==> src/rtl/mfsp_pkg.sv <==
// Shared types, codes and helpers for the motor feedback and speed PID block.
// No dependencies; every other file imports this package.
package mfsp_pkg;

  // Default sizes handed to the top-level parameters.
  localparam int unsigned MOTOR_COUNT_DEF    = 4;
  localparam int unsigned ENCODER_COUNTS_DEF = 8192;

  // The command frame always has four current slots.
  localparam int unsigned FRAME_SLOTS = 4;

  // Depth of the queue between the classifier and the execution pipeline.
  localparam int unsigned QUEUE_DEPTH = 2;
  localparam int unsigned QPTR_W      = $clog2(QUEUE_DEPTH);

  // Feedback frame ids start just above this base.
  localparam logic [10:0] FEEDBACK_BASE = 11'h200;

  // Input kind codes.
  localparam logic [1:0] KIND_FEEDBACK = 2'd0;
  localparam logic [1:0] KIND_SETPOINT = 2'd1;
  localparam logic [1:0] KIND_DISABLE  = 2'd2;

  // Result status codes.
  localparam logic [1:0] STATUS_OK        = 2'd0;
  localparam logic [1:0] STATUS_BAD_MOTOR = 2'd1;
  localparam logic [1:0] STATUS_BAD_FRAME = 2'd2;

  // Configuration register indexes.
  localparam logic [2:0] CFG_GAIN_P         = 3'd0;
  localparam logic [2:0] CFG_GAIN_I         = 3'd1;
  localparam logic [2:0] CFG_GAIN_D         = 3'd2;
  localparam logic [2:0] CFG_INTEGRAL_LIMIT = 3'd3;
  localparam logic [2:0] CFG_OUTPUT_LIMIT   = 3'd4;

  // Configuration reset values.
  localparam logic signed [15:0] GAIN_P_RST         = 16'sd2048;
  localparam logic signed [15:0] GAIN_I_RST         = 16'sd26;
  localparam logic signed [15:0] GAIN_D_RST         = 16'sd0;
  localparam logic [15:0]        INTEGRAL_LIMIT_RST = 16'd5000;
  localparam logic [14:0]        OUTPUT_LIMIT_RST   = 15'd16384;

  // What the execution pipeline does with a word.
  typedef enum logic [1:0] {
    OP_FEEDBACK,
    OP_SETPOINT,
    OP_DISABLE,
    OP_REJECT
  } op_e;

  // Classified word handed from the front end to the execution pipeline.
  typedef struct packed {
    op_e                op;
    logic [1:0]         status;
    logic [2:0]         motor;
    logic [15:0]        angle;
    logic signed [15:0] rpm;
    logic signed [15:0] current;
    logic [7:0]         temp;
    logic signed [15:0] target;
  } front_item_t;

  // Result fields other than the command frame.
  typedef struct packed {
    logic [1:0]         status;
    logic [2:0]         motor;
    logic [31:0]        ticks;
    logic signed [15:0] rpm;
    logic signed [15:0] current;
    logic [7:0]         temp;
  } res_t;

  // Controller configuration.
  typedef struct packed {
    logic signed [15:0] gain_p;
    logic signed [15:0] gain_i;
    logic signed [15:0] gain_d;
    logic [15:0]        integral_limit;
    logic [14:0]        output_limit;
  } cfg_t;

  // Reduce a 16-bit angle modulo a constant of at least 256 by restoring
  // subtraction: the quotient has at most eight bits.
  function automatic logic [15:0] reduce_angle(logic [15:0] raw, int unsigned modulus);
    logic [23:0] rem;
    logic [23:0] step;
    int          k;
    rem = {8'd0, raw};
    for (k = 7; k >= 0; k--) begin
      step = 24'(modulus) << k;
      if (rem >= step) begin
        rem = rem - step;
      end
    end
    return rem[15:0];
  endfunction

endpackage

==> src/rtl/mfsp_front.sv <==
// Front end: accepts input words, checks ids and unpacks the feedback payload.
// Depends on mfsp_pkg; feeds mfsp_queue.
module mfsp_front import mfsp_pkg::*; #(
  parameter int unsigned MOTOR_COUNT    = MOTOR_COUNT_DEF,
  parameter int unsigned ENCODER_COUNTS = ENCODER_COUNTS_DEF
) (
  input  logic               in_valid_i,
  output logic               in_ready_o,
  input  logic [1:0]         kind_i,
  input  logic [10:0]        frame_id_i,
  input  logic [63:0]        payload_i,
  input  logic [2:0]         motor_id_i,
  input  logic signed [15:0] target_rpm_i,
  input  logic               q_full_i,
  output logic               push_o,
  output front_item_t        item_o
);

  localparam logic [10:0] LAST_FRAME = FEEDBACK_BASE + 11'(MOTOR_COUNT);
  localparam logic [2:0]  LAST_MOTOR = 3'(MOTOR_COUNT);

  logic known_kind;

  // A word is taken whenever the queue has room; unused kinds are dropped.
  assign in_ready_o = !q_full_i;
  assign known_kind = (kind_i == KIND_FEEDBACK) || (kind_i == KIND_SETPOINT) ||
                      (kind_i == KIND_DISABLE);
  assign push_o     = in_valid_i && !q_full_i && known_kind;

  // Classify the word and unpack the payload bytes.
  always_comb begin
    item_o         = '0;
    item_o.op      = OP_REJECT;
    item_o.status  = STATUS_OK;
    item_o.motor   = 3'd0;
    item_o.angle   = reduce_angle(payload_i[63:48], ENCODER_COUNTS);
    item_o.rpm     = payload_i[47:32];
    item_o.current = payload_i[31:16];
    item_o.temp    = payload_i[15:8];
    item_o.target  = target_rpm_i;
    unique case (kind_i) inside
      KIND_FEEDBACK: begin
        if (frame_id_i > FEEDBACK_BASE && frame_id_i <= LAST_FRAME) begin
          item_o.op    = OP_FEEDBACK;
          item_o.motor = 3'(frame_id_i - FEEDBACK_BASE);
        end else begin
          item_o.status = STATUS_BAD_FRAME;
        end
      end
      KIND_SETPOINT, KIND_DISABLE: begin
        if (motor_id_i != 3'd0 && motor_id_i <= LAST_MOTOR) begin
          item_o.op    = (kind_i == KIND_SETPOINT) ? OP_SETPOINT : OP_DISABLE;
          item_o.motor = motor_id_i;
        end else begin
          item_o.status = STATUS_BAD_MOTOR;
        end
      end
      default: begin
        item_o.op = OP_REJECT;
      end
    endcase
  end

endmodule

==> src/rtl/mfsp_queue.sv <==
// Short first-in first-out queue of classified words between front and back.
// Depends on mfsp_pkg for the word type and depth.
module mfsp_queue import mfsp_pkg::*; (
  input  logic        clk_i,
  input  logic        rst_ni,
  input  logic        push_i,
  input  front_item_t item_i,
  output logic        full_o,
  input  logic        pop_i,
  output logic        valid_o,
  output front_item_t item_o
);

  front_item_t          slot_q [QUEUE_DEPTH];
  logic [QPTR_W-1:0]    wr_ptr_q, wr_ptr_d;
  logic [QPTR_W-1:0]    rd_ptr_q, rd_ptr_d;
  logic [QPTR_W:0]      count_q, count_d;
  logic                 do_pop;

  assign full_o  = (count_q == (QPTR_W + 1)'(QUEUE_DEPTH));
  assign valid_o = (count_q != '0);
  assign item_o  = slot_q[rd_ptr_q];
  assign do_pop  = pop_i && valid_o;

  // Pointer and fill count updates.
  always_comb begin
    wr_ptr_d = push_i ? QPTR_W'(wr_ptr_q + 1'b1) : wr_ptr_q;
    rd_ptr_d = do_pop ? QPTR_W'(rd_ptr_q + 1'b1) : rd_ptr_q;
    count_d  = count_q;
    if (push_i && !do_pop) begin
      count_d = count_q + 1'b1;
    end else if (!push_i && do_pop) begin
      count_d = count_q - 1'b1;
    end
  end

  always_ff @(posedge clk_i or negedge rst_ni) begin
    if (!rst_ni) begin
      wr_ptr_q <= '0;
      rd_ptr_q <= '0;
      count_q  <= '0;
    end else begin
      wr_ptr_q <= wr_ptr_d;
      rd_ptr_q <= rd_ptr_d;
      count_q  <= count_d;
    end
  end

  // Word storage.
  always_ff @(posedge clk_i) begin
    if (push_i) begin
      slot_q[wr_ptr_q] <= item_i;
    end
  end

endmodule

==> src/rtl/mfsp_back.sv <==
// Execution pipeline: per-motor state, encoder unwrap, PID and frame packing.
// Depends on mfsp_pkg; takes words from mfsp_queue.
module mfsp_back import mfsp_pkg::*; #(
  parameter int unsigned MOTOR_COUNT    = MOTOR_COUNT_DEF,
  parameter int unsigned ENCODER_COUNTS = ENCODER_COUNTS_DEF
) (
  input  logic               clk_i,
  input  logic               rst_ni,
  input  cfg_t               cfg_i,
  input  logic               q_valid_i,
  input  front_item_t        q_item_i,
  output logic               q_pop_o,
  output logic               out_valid_o,
  input  logic               out_ready_i,
  output logic [1:0]         status_o,
  output logic [2:0]         motor_o,
  output logic signed [31:0] total_ticks_o,
  output logic signed [15:0] speed_rpm_o,
  output logic signed [15:0] current_raw_o,
  output logic [7:0]         temperature_o,
  output logic               frame_valid_o,
  output logic [63:0]        command_payload_o
);

  localparam int unsigned MIDX_W = (MOTOR_COUNT > 1) ? $clog2(MOTOR_COUNT) : 1;
  localparam int unsigned ANG_W  = $clog2(ENCODER_COUNTS);
  localparam logic signed [31:0] ENC_S  = 32'(ENCODER_COUNTS);
  localparam logic signed [31:0] HALF_S = 32'(ENCODER_COUNTS / 2);

  // Per-motor register file.
  logic [ANG_W-1:0]   prev_angle_q [MOTOR_COUNT];
  logic               seen_q       [MOTOR_COUNT];
  logic [31:0]        ticks_q      [MOTOR_COUNT];
  logic signed [15:0] rpm_q        [MOTOR_COUNT];
  logic signed [16:0] esum_q       [MOTOR_COUNT];
  logic signed [16:0] prev_err_q   [MOTOR_COUNT];
  logic signed [15:0] drive_q      [MOTOR_COUNT];

  // Pipeline registers.
  logic               s1_valid_q, s2_valid_q, s3_valid_q, out_valid_q;
  op_e                s1_op_q, s2_op_q, s3_op_q;
  res_t               s1_res_q, s2_res_q, s3_res_q, out_res_q;
  logic signed [16:0] s1_err_q, s1_esum_q;
  logic signed [17:0] s1_diff_q;
  logic signed [32:0] s2_p_q, s2_i_q;
  logic signed [33:0] s2_d_q;
  logic signed [35:0] s3_acc_q;
  logic               out_frame_valid_q;
  logic [63:0]        out_frame_q;

  // Stage A signals.
  logic               adv;
  logic               pop;
  logic [MIDX_W-1:0]  a_idx;
  logic [ANG_W-1:0]   a_ang;
  logic [ANG_W-1:0]   a_prev;
  logic signed [31:0] a_step_raw, a_step;
  logic [31:0]        a_ticks;
  logic signed [16:0] a_err;
  logic signed [17:0] a_sum, a_lim;
  logic signed [16:0] a_esum;
  logic signed [17:0] a_diff;
  res_t               a_res;

  // Final stage signals.
  logic [MIDX_W-1:0]  f_idx;
  logic               f_drive_wr;
  logic signed [35:0] f_acc_adj;
  logic signed [27:0] f_quo, f_lim;
  logic signed [15:0] f_drive;
  logic signed [15:0] drive_view [MOTOR_COUNT];
  logic [63:0]        f_frame;

  // The whole pipeline moves when the output register is free or drained.
  assign adv     = !out_valid_q || out_ready_i;
  assign pop     = adv && q_valid_i;
  assign q_pop_o = pop;

  // Stage A: encoder unwrap and error bookkeeping against the motor's state.
  always_comb begin
    a_idx  = MIDX_W'(q_item_i.motor - 3'd1);
    a_ang  = q_item_i.angle[ANG_W-1:0];
    a_prev = seen_q[a_idx] ? prev_angle_q[a_idx] : a_ang;
    a_step_raw = $signed(32'(a_ang)) - $signed(32'(a_prev));
    if (a_step_raw > HALF_S) begin
      a_step = a_step_raw - ENC_S;
    end else if (a_step_raw < -HALF_S) begin
      a_step = a_step_raw + ENC_S;
    end else begin
      a_step = a_step_raw;
    end
    a_ticks = ticks_q[a_idx] + 32'(a_step);

    a_err = 17'(q_item_i.target) - 17'(rpm_q[a_idx]);
    a_sum = 18'(esum_q[a_idx]) + 18'(a_err);
    a_lim = $signed({2'b00, cfg_i.integral_limit});
    if (a_sum > a_lim) begin
      a_esum = 17'(a_lim);
    end else if (a_sum < -a_lim) begin
      a_esum = 17'(-a_lim);
    end else begin
      a_esum = 17'(a_sum);
    end
    a_diff = 18'(a_err) - 18'(prev_err_q[a_idx]);

    a_res        = '0;
    a_res.status = q_item_i.status;
    a_res.motor  = q_item_i.motor;
    if (q_item_i.op == OP_FEEDBACK) begin
      a_res.ticks   = a_ticks;
      a_res.rpm     = q_item_i.rpm;
      a_res.current = q_item_i.current;
      a_res.temp    = q_item_i.temp;
    end
  end

  // Final stage: divide by 256 toward zero, clamp, and pack the frame.
  always_comb begin
    f_idx      = MIDX_W'(s3_res_q.motor - 3'd1);
    f_drive_wr = s3_valid_q && (s3_op_q == OP_SETPOINT || s3_op_q == OP_DISABLE);
    f_acc_adj  = s3_acc_q + (s3_acc_q[35] ? 36'sd255 : 36'sd0);
    f_quo      = f_acc_adj[35:8];
    f_lim      = $signed({13'd0, cfg_i.output_limit});
    if (s3_op_q == OP_DISABLE) begin
      f_drive = 16'sd0;
    end else if (f_quo > f_lim) begin
      f_drive = 16'(f_lim);
    end else if (f_quo < -f_lim) begin
      f_drive = 16'(-f_lim);
    end else begin
      f_drive = 16'(f_quo);
    end
  end

  // Drive currents as they stand after this word, one view per motor.
  for (genvar m = 0; m < MOTOR_COUNT; m++) begin : g_view
    assign drive_view[m] = (f_drive_wr && f_idx == MIDX_W'(m)) ? f_drive : drive_q[m];
  end

  // Slots past the motor count stay zero.
  for (genvar s = 0; s < FRAME_SLOTS; s++) begin : g_slot
    if (s < MOTOR_COUNT) begin : g_used
      assign f_frame[63 - 16*s -: 16] = drive_view[s];
    end else begin : g_unused
      assign f_frame[63 - 16*s -: 16] = 16'd0;
    end
  end

  // Control state and the per-motor register file.
  always_ff @(posedge clk_i or negedge rst_ni) begin
    if (!rst_ni) begin
      s1_valid_q  <= 1'b0;
      s2_valid_q  <= 1'b0;
      s3_valid_q  <= 1'b0;
      out_valid_q <= 1'b0;
      for (int m = 0; m < MOTOR_COUNT; m++) begin
        prev_angle_q[m] <= '0;
        seen_q[m]       <= 1'b0;
        ticks_q[m]      <= '0;
        rpm_q[m]        <= '0;
        esum_q[m]       <= '0;
        prev_err_q[m]   <= '0;
        drive_q[m]      <= '0;
      end
    end else begin
      if (adv) begin
        s1_valid_q  <= pop;
        s2_valid_q  <= s1_valid_q;
        s3_valid_q  <= s2_valid_q;
        out_valid_q <= s3_valid_q;
      end
      if (pop && q_item_i.op == OP_FEEDBACK) begin
        prev_angle_q[a_idx] <= a_ang;
        seen_q[a_idx]       <= 1'b1;
        ticks_q[a_idx]      <= a_ticks;
        rpm_q[a_idx]        <= q_item_i.rpm;
      end
      if (pop && q_item_i.op == OP_SETPOINT) begin
        esum_q[a_idx]     <= a_esum;
        prev_err_q[a_idx] <= a_err;
      end
      if (adv && f_drive_wr) begin
        drive_q[f_idx] <= f_drive;
      end
    end
  end

  // Pipeline payload: products, their sum, and the output word.
  always_ff @(posedge clk_i) begin
    if (adv) begin
      s1_op_q   <= q_item_i.op;
      s1_res_q  <= a_res;
      s1_err_q  <= a_err;
      s1_esum_q <= a_esum;
      s1_diff_q <= a_diff;

      s2_op_q  <= s1_op_q;
      s2_res_q <= s1_res_q;
      s2_p_q   <= 33'(cfg_i.gain_p) * 33'(s1_err_q);
      s2_i_q   <= 33'(cfg_i.gain_i) * 33'(s1_esum_q);
      s2_d_q   <= 34'(cfg_i.gain_d) * 34'(s1_diff_q);

      s3_op_q  <= s2_op_q;
      s3_res_q <= s2_res_q;
      s3_acc_q <= 36'(s2_p_q) + 36'(s2_i_q) + 36'(s2_d_q);

      out_res_q         <= s3_res_q;
      out_frame_valid_q <= f_drive_wr;
      out_frame_q       <= f_drive_wr ? f_frame : 64'd0;
    end
  end

  assign out_valid_o       = out_valid_q;
  assign status_o          = out_res_q.status;
  assign motor_o           = out_res_q.motor;
  assign total_ticks_o     = out_res_q.ticks;
  assign speed_rpm_o       = out_res_q.rpm;
  assign current_raw_o     = out_res_q.current;
  assign temperature_o     = out_res_q.temp;
  assign frame_valid_o     = out_frame_valid_q;
  assign command_payload_o = out_frame_q;

endmodule

==> src/rtl/motor_feedback_and_speed_pid_top.sv <==
// Top level of the motor feedback and speed PID block: configuration registers,
// front end, queue and execution pipeline. Depends on mfsp_pkg and all mfsp_ modules.
//
// Four-motor bus controller. A feedback word (frame id 0x201 upward) updates that
// motor's rpm and unwrapped encoder total and returns what it unpacked; a setpoint
// word runs the shared-gain speed PID for one motor and returns the packed
// four-current command frame; a disable word zeroes that motor's current and
// returns the frame. The block takes one word per clock while its queue has room
// and delivers one result per clock while the output is ready. Each word passes
// through the execution pipeline: a read-modify-write of the motor's register
// file, a multiply stage, a sum stage and a clamp-and-pack stage into the output
// register, behind a two-word queue. Words of the unused kind are accepted and
// give no result.
// Configuration may be written only while no word is in flight.
module motor_feedback_and_speed_pid_top import mfsp_pkg::*; #(
  parameter int unsigned MOTOR_COUNT    = MOTOR_COUNT_DEF,
  parameter int unsigned ENCODER_COUNTS = ENCODER_COUNTS_DEF
) (
  input  logic               clk_i,
  input  logic               rst_ni,
  input  logic               cfg_we_i,
  input  logic [2:0]         cfg_idx_i,
  input  logic [15:0]        cfg_wdata_i,
  input  logic               in_valid_i,
  output logic               in_ready_o,
  input  logic [1:0]         kind_i,
  input  logic [10:0]        frame_id_i,
  input  logic [63:0]        payload_i,
  input  logic [2:0]         motor_id_i,
  input  logic signed [15:0] target_rpm_i,
  output logic               out_valid_o,
  input  logic               out_ready_i,
  output logic [1:0]         status_o,
  output logic [2:0]         motor_o,
  output logic signed [31:0] total_ticks_o,
  output logic signed [15:0] speed_rpm_o,
  output logic signed [15:0] current_raw_o,
  output logic [7:0]         temperature_o,
  output logic               frame_valid_o,
  output logic [63:0]        command_payload_o
);

  cfg_t        cfg_q;
  logic        q_push;
  logic        q_full;
  logic        q_pop;
  logic        q_valid;
  front_item_t front_item;
  front_item_t q_item;

  // Configuration registers.
  always_ff @(posedge clk_i or negedge rst_ni) begin
    if (!rst_ni) begin
      cfg_q.gain_p         <= GAIN_P_RST;
      cfg_q.gain_i         <= GAIN_I_RST;
      cfg_q.gain_d         <= GAIN_D_RST;
      cfg_q.integral_limit <= INTEGRAL_LIMIT_RST;
      cfg_q.output_limit   <= OUTPUT_LIMIT_RST;
    end else if (cfg_we_i) begin
      unique case (cfg_idx_i)
        CFG_GAIN_P:         cfg_q.gain_p         <= cfg_wdata_i;
        CFG_GAIN_I:         cfg_q.gain_i         <= cfg_wdata_i;
        CFG_GAIN_D:         cfg_q.gain_d         <= cfg_wdata_i;
        CFG_INTEGRAL_LIMIT: cfg_q.integral_limit <= cfg_wdata_i;
        CFG_OUTPUT_LIMIT:   cfg_q.output_limit   <= cfg_wdata_i[14:0];
        default: begin
        end
      endcase
    end
  end

  // Classifier.
  mfsp_front #(
    .MOTOR_COUNT    (MOTOR_COUNT),
    .ENCODER_COUNTS (ENCODER_COUNTS)
  ) u_front (
    .in_valid_i   (in_valid_i),
    .in_ready_o   (in_ready_o),
    .kind_i       (kind_i),
    .frame_id_i   (frame_id_i),
    .payload_i    (payload_i),
    .motor_id_i   (motor_id_i),
    .target_rpm_i (target_rpm_i),
    .q_full_i     (q_full),
    .push_o       (q_push),
    .item_o       (front_item)
  );

  // Queue between classifier and execution.
  mfsp_queue u_queue (
    .clk_i   (clk_i),
    .rst_ni  (rst_ni),
    .push_i  (q_push),
    .item_i  (front_item),
    .full_o  (q_full),
    .pop_i   (q_pop),
    .valid_o (q_valid),
    .item_o  (q_item)
  );

  // Execution pipeline and output register.
  mfsp_back #(
    .MOTOR_COUNT    (MOTOR_COUNT),
    .ENCODER_COUNTS (ENCODER_COUNTS)
  ) u_back (
    .clk_i             (clk_i),
    .rst_ni            (rst_ni),
    .cfg_i             (cfg_q),
    .q_valid_i         (q_valid),
    .q_item_i          (q_item),
    .q_pop_o           (q_pop),
    .out_valid_o       (out_valid_o),
    .out_ready_i       (out_ready_i),
    .status_o          (status_o),
    .motor_o           (motor_o),
    .total_ticks_o     (total_ticks_o),
    .speed_rpm_o       (speed_rpm_o),
    .current_raw_o     (current_raw_o),
    .temperature_o     (temperature_o),
    .frame_valid_o     (frame_valid_o),
    .command_payload_o (command_payload_o)
  );

  // A command frame only goes out with an ok status.
  assert property (@(posedge clk_i) disable iff (!rst_ni)
    (out_valid_o && frame_valid_o) |-> (status_o == STATUS_OK))
    else $error("command frame with a failing status");

  // A rejected word names no motor and carries no frame.
  assert property (@(posedge clk_i) disable iff (!rst_ni)
    (out_valid_o && status_o != STATUS_OK) |->
      (motor_o == 3'd0 && command_payload_o == 64'd0 && total_ticks_o == 32'sd0))
    else $error("rejected word carries data");

  // The queue is never written while full.
  assert property (@(posedge clk_i) disable iff (!rst_ni)
    q_push |-> !q_full)
    else $error("queue overflow");

  // Results never name a motor beyond the motor count.
  assert property (@(posedge clk_i) disable iff (!rst_ni)
    out_valid_o |-> (motor_o <= 3'(MOTOR_COUNT)))
    else $error("result names a motor out of range");

endmodule

==> config.mk <==
export PLATFORM = sky130hd
export DESIGN_NAME = motor_feedback_and_speed_pid_top
export DESIGN_NICKNAME = d
export VERILOG_FILES = /design/src/rtl/mfsp_pkg.sv /design/src/rtl/mfsp_front.sv /design/src/rtl/mfsp_queue.sv /design/src/rtl/mfsp_back.sv /design/src/rtl/motor_feedback_and_speed_pid_top.sv
export SDC_FILE = /design/constraint.sdc
export NUM_CORES = 2
export LEC_CHECK = 0
export BUFFER_PORTS_ARGS = -buffer_cell sky130_fd_sc_hd__buf_4
export CAP_MARGIN = 20
export CORE_MARGIN = 2
export CORE_UTILIZATION = 45
export CTS_CLUSTER_SIZE = 8
export DETAILED_ROUTE_END_ITERATION = 8
export PLACE_DENSITY_LB_ADDON = 0.05
export REMOVE_ABC_BUFFERS = 1
export SLEW_MARGIN = 0
export SYNTH_ARGS = -nofsm -noshare
export SYNTH_HDL_FRONTEND = slang
export SYNTH_SLANG_ARGS = --single-unit
==> constraint.sdc <==
create_clock -name clk_i -period 25.1 [get_ports clk_i]
set_input_delay 2.51 -clock clk_i [delete_from_list [all_inputs] [get_ports clk_i]]
set_output_delay 2.51 -clock clk_i [all_outputs]
set_load 0.05 [all_outputs]
==> summary.md <==
| Metric | Value |
|---|---|
| Run status | `completed` |
| Arrival time of the worst setup path | `between 10 and 15 ns` |
| Fraction of synthesis flops using an asynchronous set or reset pin | `a little over two fifths` |
| Total area of multi-input combinational cells | `roughly 47,000 sq um` |
| Post-synthesis mux area share | `5.12%` |
| Register-to-register setup slack | `~15 ns` |
| Area of the mapped netlist | `between 80,000 and 90,000 sq um` |
| Overall die area | `about 200,000 sq um` |
| Period utilisation layout | `approximately 41%` |
| Setup_tns | `0 ns` |
| Kind of end point of the critical path | `flop` |
| Critical Path Max Stage Delay | `approximately 0.82 ns` |
| H-tree levels | `4` |
| Worst-margin pin slew | `roughly 1.1 ns` |
| Global-route wire length before repair | `approximately 350,000 um` |
| Register clock-pin slew on the reported worst setup and hold paths | `0.05 ns` |
| Crit path max-delay cell type | `sky130_fd_sc_hd__dfrtp_4` |
| Via count | `~57,000` |
| Total routed wirelength | `roughly 220,000 um` |
| Startpoint-to-endpoint class of the critical path | `reg2reg` |
| Post-synth top flop | `sky130_fd_sc_hd__edfxtp_1` |
| CTS tree | `yes` |
| Worst setup timing slack at the placement stage | `14.94 ns` |
| Die span in y | `445 um` |
| Number of different library cells in the post-synthesis netlist | `99` |
| Register cell area after layout | `~35,000 sq um` |
| Leading cell types in the layout, fill and taps excluded | `1,109 x sky130_fd_sc_hd__nand2_1, 1,061 x sky130_fd_sc_hd__inv_1, 882 x sky130_fd_sc_hd__fa_1` |
| Row count | `around 160` |
| Share of layout cells above drive strength 1 | `a little over a tenth` |
| Count of routing violations after the opening detailed-route iteration | `3,517` |
| Category of the worst setup path launch point | `flop` |
| Period minus WS final | `approximately 10 ns` |
| Final setup margin | `~15 ns` |
| Number of hold buffers added after CTS | `0` |
| Post-CTS Setup Repair Bufs | `0` |
| Hpwl dp | `approximately 160,000 um` |
| GP Congestion | `0.846` |
| Number of flops mapped to enable cells by yosys | `between 700 and 800` |
| Pin count of the biggest net entering global routing | `between 150 and 200` |
| Average size of a mapped cell | `about 11 sq um` |
| Worst endpoint required time | `around 26 ns` |
| Cell count after synthesis | `7,812` |
| Setup repair after global routing missed its margin | `no` |
| Count of input and output buffers | `252` |
| Clock Tree Buf Depth | `3` |
| Final antenna-violating net count | `0` |
| Worst-skew pair later-pin latency | `about 0.82 ns` |
| Final number of hold-violating endpoints | `0` |
| Sequential fraction of the synthesis area | `around two fifths` |
| Final worst hold slack | `about 0.41 ns` |
| Post-layout nets | `roughly 9,500` |
| Critical path fanouts, max | `between 40 and 50` |
| Router iterations before antenna repair | `5` |
| Area share of and/or/nand/nor cells after synthesis | `11.2%` |
| Initial cell density of the core | `45.4%` |
| Antenna violations before repair | `12` |
| I/O pin total | `264` |
| Number of vias per cell after detailed routing | `around 5.3` |
| Area inside the core boundary | `193,000 sq um` |
| Max-Slew Margin vs Limit | `a little over a quarter` |
| Post_cts resized | `0` |
| Remaining global-route overflow | `0` |
| Clock skew after layout | `between 0.06 and 0.07 ns` |
| Post-synthesis xor/xnor area fraction | `approximately 2.7%` |
| Post-synthesis compound-gate area fraction | `under 10%` |
| Number of buffers created by CTS | `177` |
| Tightest Hold Check Type | `reg2reg` |
| CP delay by family, top | `compound AO/OA/AOI/OAI gates` |
| FF+latch count, synth | `~1,300` |
| Total of max-cap violations | `0` |
| Total of fill cells in the finished design | `approximately 17,000` |
| Max Transition Viols Final | `0` |
| Bufs and invs on worst path | `3` |
| Count of final setup violators | `0` |
| Clock Sinks | `1,253` |
| Via count of the first global-routing pass | `around 60,000` |
| Main combinational cell family by area after synthesis | `adder cells` |
| Maximum clock frequency | `between 90 and 100 MHz` |
| X dimension of the die | `between 400 and 500 um` |
| Adder and majority cell fraction of the synthesized area | `26.9%` |
| Layout overhead on the synthesized area | `11.5%` |
| Count of yosys warnings during synthesis | `0` |
| Number of remaining DRC errors | `0` |
| Total routing resource utilization after global routing | `between 20 and 25%` |
| WL/cell | `approximately 21 um` |
| Most common library cell in the layout ignoring fill and taps | `sky130_fd_sc_hd__nand2_1` |
| Clk root buf | `sky130_fd_sc_hd__clkbuf_16` |
-- path summary, 6_finish.rpt --
| path | from | end | cells after the start |
|---|---|---|---|
| worst max-delay path | u_queue.rd_ptr_q$_DFFE_PN0P_ | u_back.s1_esum_q[16]$_DFFE_PP_ | 29 |
| worst min-delay path | u_back.s2_res_q[34]$_DFFE_PP_ | u_back.s3_res_q[34]$_DFFE_PP_ | 0 |
| worst max register to register | u_queue.rd_ptr_q$_DFFE_PN0P_ | u_back.s1_esum_q[16]$_DFFE_PP_ | 29 |
| worst min register to register | u_back.s2_res_q[34]$_DFFE_PP_ | u_back.s3_res_q[34]$_DFFE_PP_ | 0 |
| max in group asynchronous | rst_ni | u_back.drive_q[15]$_DFFE_PN0P_ | 4 |
| min in group asynchronous | rst_ni | u_back.ticks_q[12]$_DFFE_PN0P_ | 1 |
-- sequential cells by signal, summed over array words and instances, names as in the netlist, 8 cells and up --
name                      count
u_queue.slot_q              152
u_back.ticks_q              128
cfg_q                        79
u_back.s1_res_q              77
u_back.s2_res_q              77
u_back.s3_res_q              77
u_back.esum_q                68
u_back.prev_err_q            68
u_back.command_payload_o     64
u_back.drive_q               64
u_back.rpm_q                 64
u_back.prev_angle_q          52
u_back.s3_acc_q              35
u_back.s2_d_q                34
u_back.s2_i_q                33
u_back.s2_p_q                33
u_back.total_ticks_o         32
u_back.s1_diff_q             18
u_back.s1_err_q              17
u_back.s1_esum_q             17
u_back.current_raw_o         16
u_back.speed_rpm_o           16
u_back.temperature_o          8
-- final cells by class --
cell class,instances,share of cell area (%)
Sequential cell,1253,35.8
Inverter,1067,4.11
Multi-Input combinational cell,5178,48.6
Antenna cell,6,0.0154
Timing Repair Buffer,356,2.80
Clock inverter,17,0.367
Clock buffer,301,5.05
Tap cell,2526,3.24
-- routing by layer --
layer | share of wire, % | GRT usage (%) | vias to the layer above
met1 | 44 | 30.7 | 29000
li1 | - | - | 26400
met4 | 2.1 | 5.48 | 0
met2 | 50 | 39.3 | 1028
met5 | 0 | 0 | -
met3 | 3.7 | 2.88 | 254
-- synth_stat cells (10+ instances only) --
master	n	share of area, %
sky130_fd_sc_hd__nor4_1	21	0.15
sky130_fd_sc_hd__nor2_1	253	1.1
sky130_fd_sc_hd__dfstp_2	10	0.30
sky130_fd_sc_hd__o21ai_0	446	2.6
sky130_fd_sc_hd__fa_1	882	20
sky130_fd_sc_hd__o211ai_1	13	0.11
sky130_fd_sc_hd__inv_1	1061	4.6
sky130_fd_sc_hd__o21a_1	40	0.34
sky130_fd_sc_hd__a211oi_1	23	0.20
sky130_fd_sc_hd__ha_1	472	6.7
sky130_fd_sc_hd__o311ai_0	15	0.15
sky130_fd_sc_hd__a21o_1	95	0.82
sky130_fd_sc_hd__a311oi_1	15	0.15
sky130_fd_sc_hd__and3_1	18	0.13
sky130_fd_sc_hd__nand2b_1	79	0.56
sky130_fd_sc_hd__nand2_1	1117	4.8
sky130_fd_sc_hd__xnor2_1	202	2.0
sky130_fd_sc_hd__or3_1	21	0.15
sky130_fd_sc_hd__o31ai_1	69	0.59
sky130_fd_sc_hd__o41ai_1	28	0.28
sky130_fd_sc_hd__buf_1	25	0.11
sky130_fd_sc_hd__nor3_1	65	0.37
sky130_fd_sc_hd__nor2b_1	47	0.34
sky130_fd_sc_hd__a21oi_1	193	1.1
sky130_fd_sc_hd__dfrtp_1	525	15
sky130_fd_sc_hd__edfxtp_1	718	25
sky130_fd_sc_hd__a21boi_0	12	0.10
sky130_fd_sc_hd__mux2_2	130	1.7
sky130_fd_sc_hd__a22oi_1	12	0.10
sky130_fd_sc_hd__nand4_1	29	0.21
sky130_fd_sc_hd__nand3_1	64	0.37
sky130_fd_sc_hd__mux4_2	95	2.4
sky130_fd_sc_hd__mux2i_1	86	0.98
sky130_fd_sc_hd__xor2_1	68	0.68
sky130_fd_sc_hd__clkbuf_1	273	1.2
sky130_fd_sc_hd__a31oi_1	20	0.14
sky130_fd_sc_hd__o21bai_1	31	0.27
sky130_fd_sc_hd__and2_1	355	2.5
-- cells by family (layout without fill, tap and decap cells) --
| group | Yosys count | count (layout) |
|---|---|---|
| other cells | 0 | 6 |
| simple gates | 2120 | 2120 |
| xor+xnor | 272 | 272 |
| flops | 1253 | 1253 |
| buf+inv | 1381 | 1741 |
| compound gates | 1120 | 1120 |
| fa+ha+maj | 1354 | 1354 |
| mux | 312 | 312 |
-- through the flow --
step | instances | utilization [%] | cell area [sq um]
global placement | 10400 | 47.9 | 92300
CTS | 10700 | 50.6 | 97600
floorplan | 7498 | - | 86300
detailed placement | 10400 | 47.9 | 92300
finish | 10700 | 50.6 | 97600
global route | 10700 | 50.6 | 97600
Power is not shown: default switching activity piles up to over one toggle a cycle in this logic, so the estimate is an artifact.
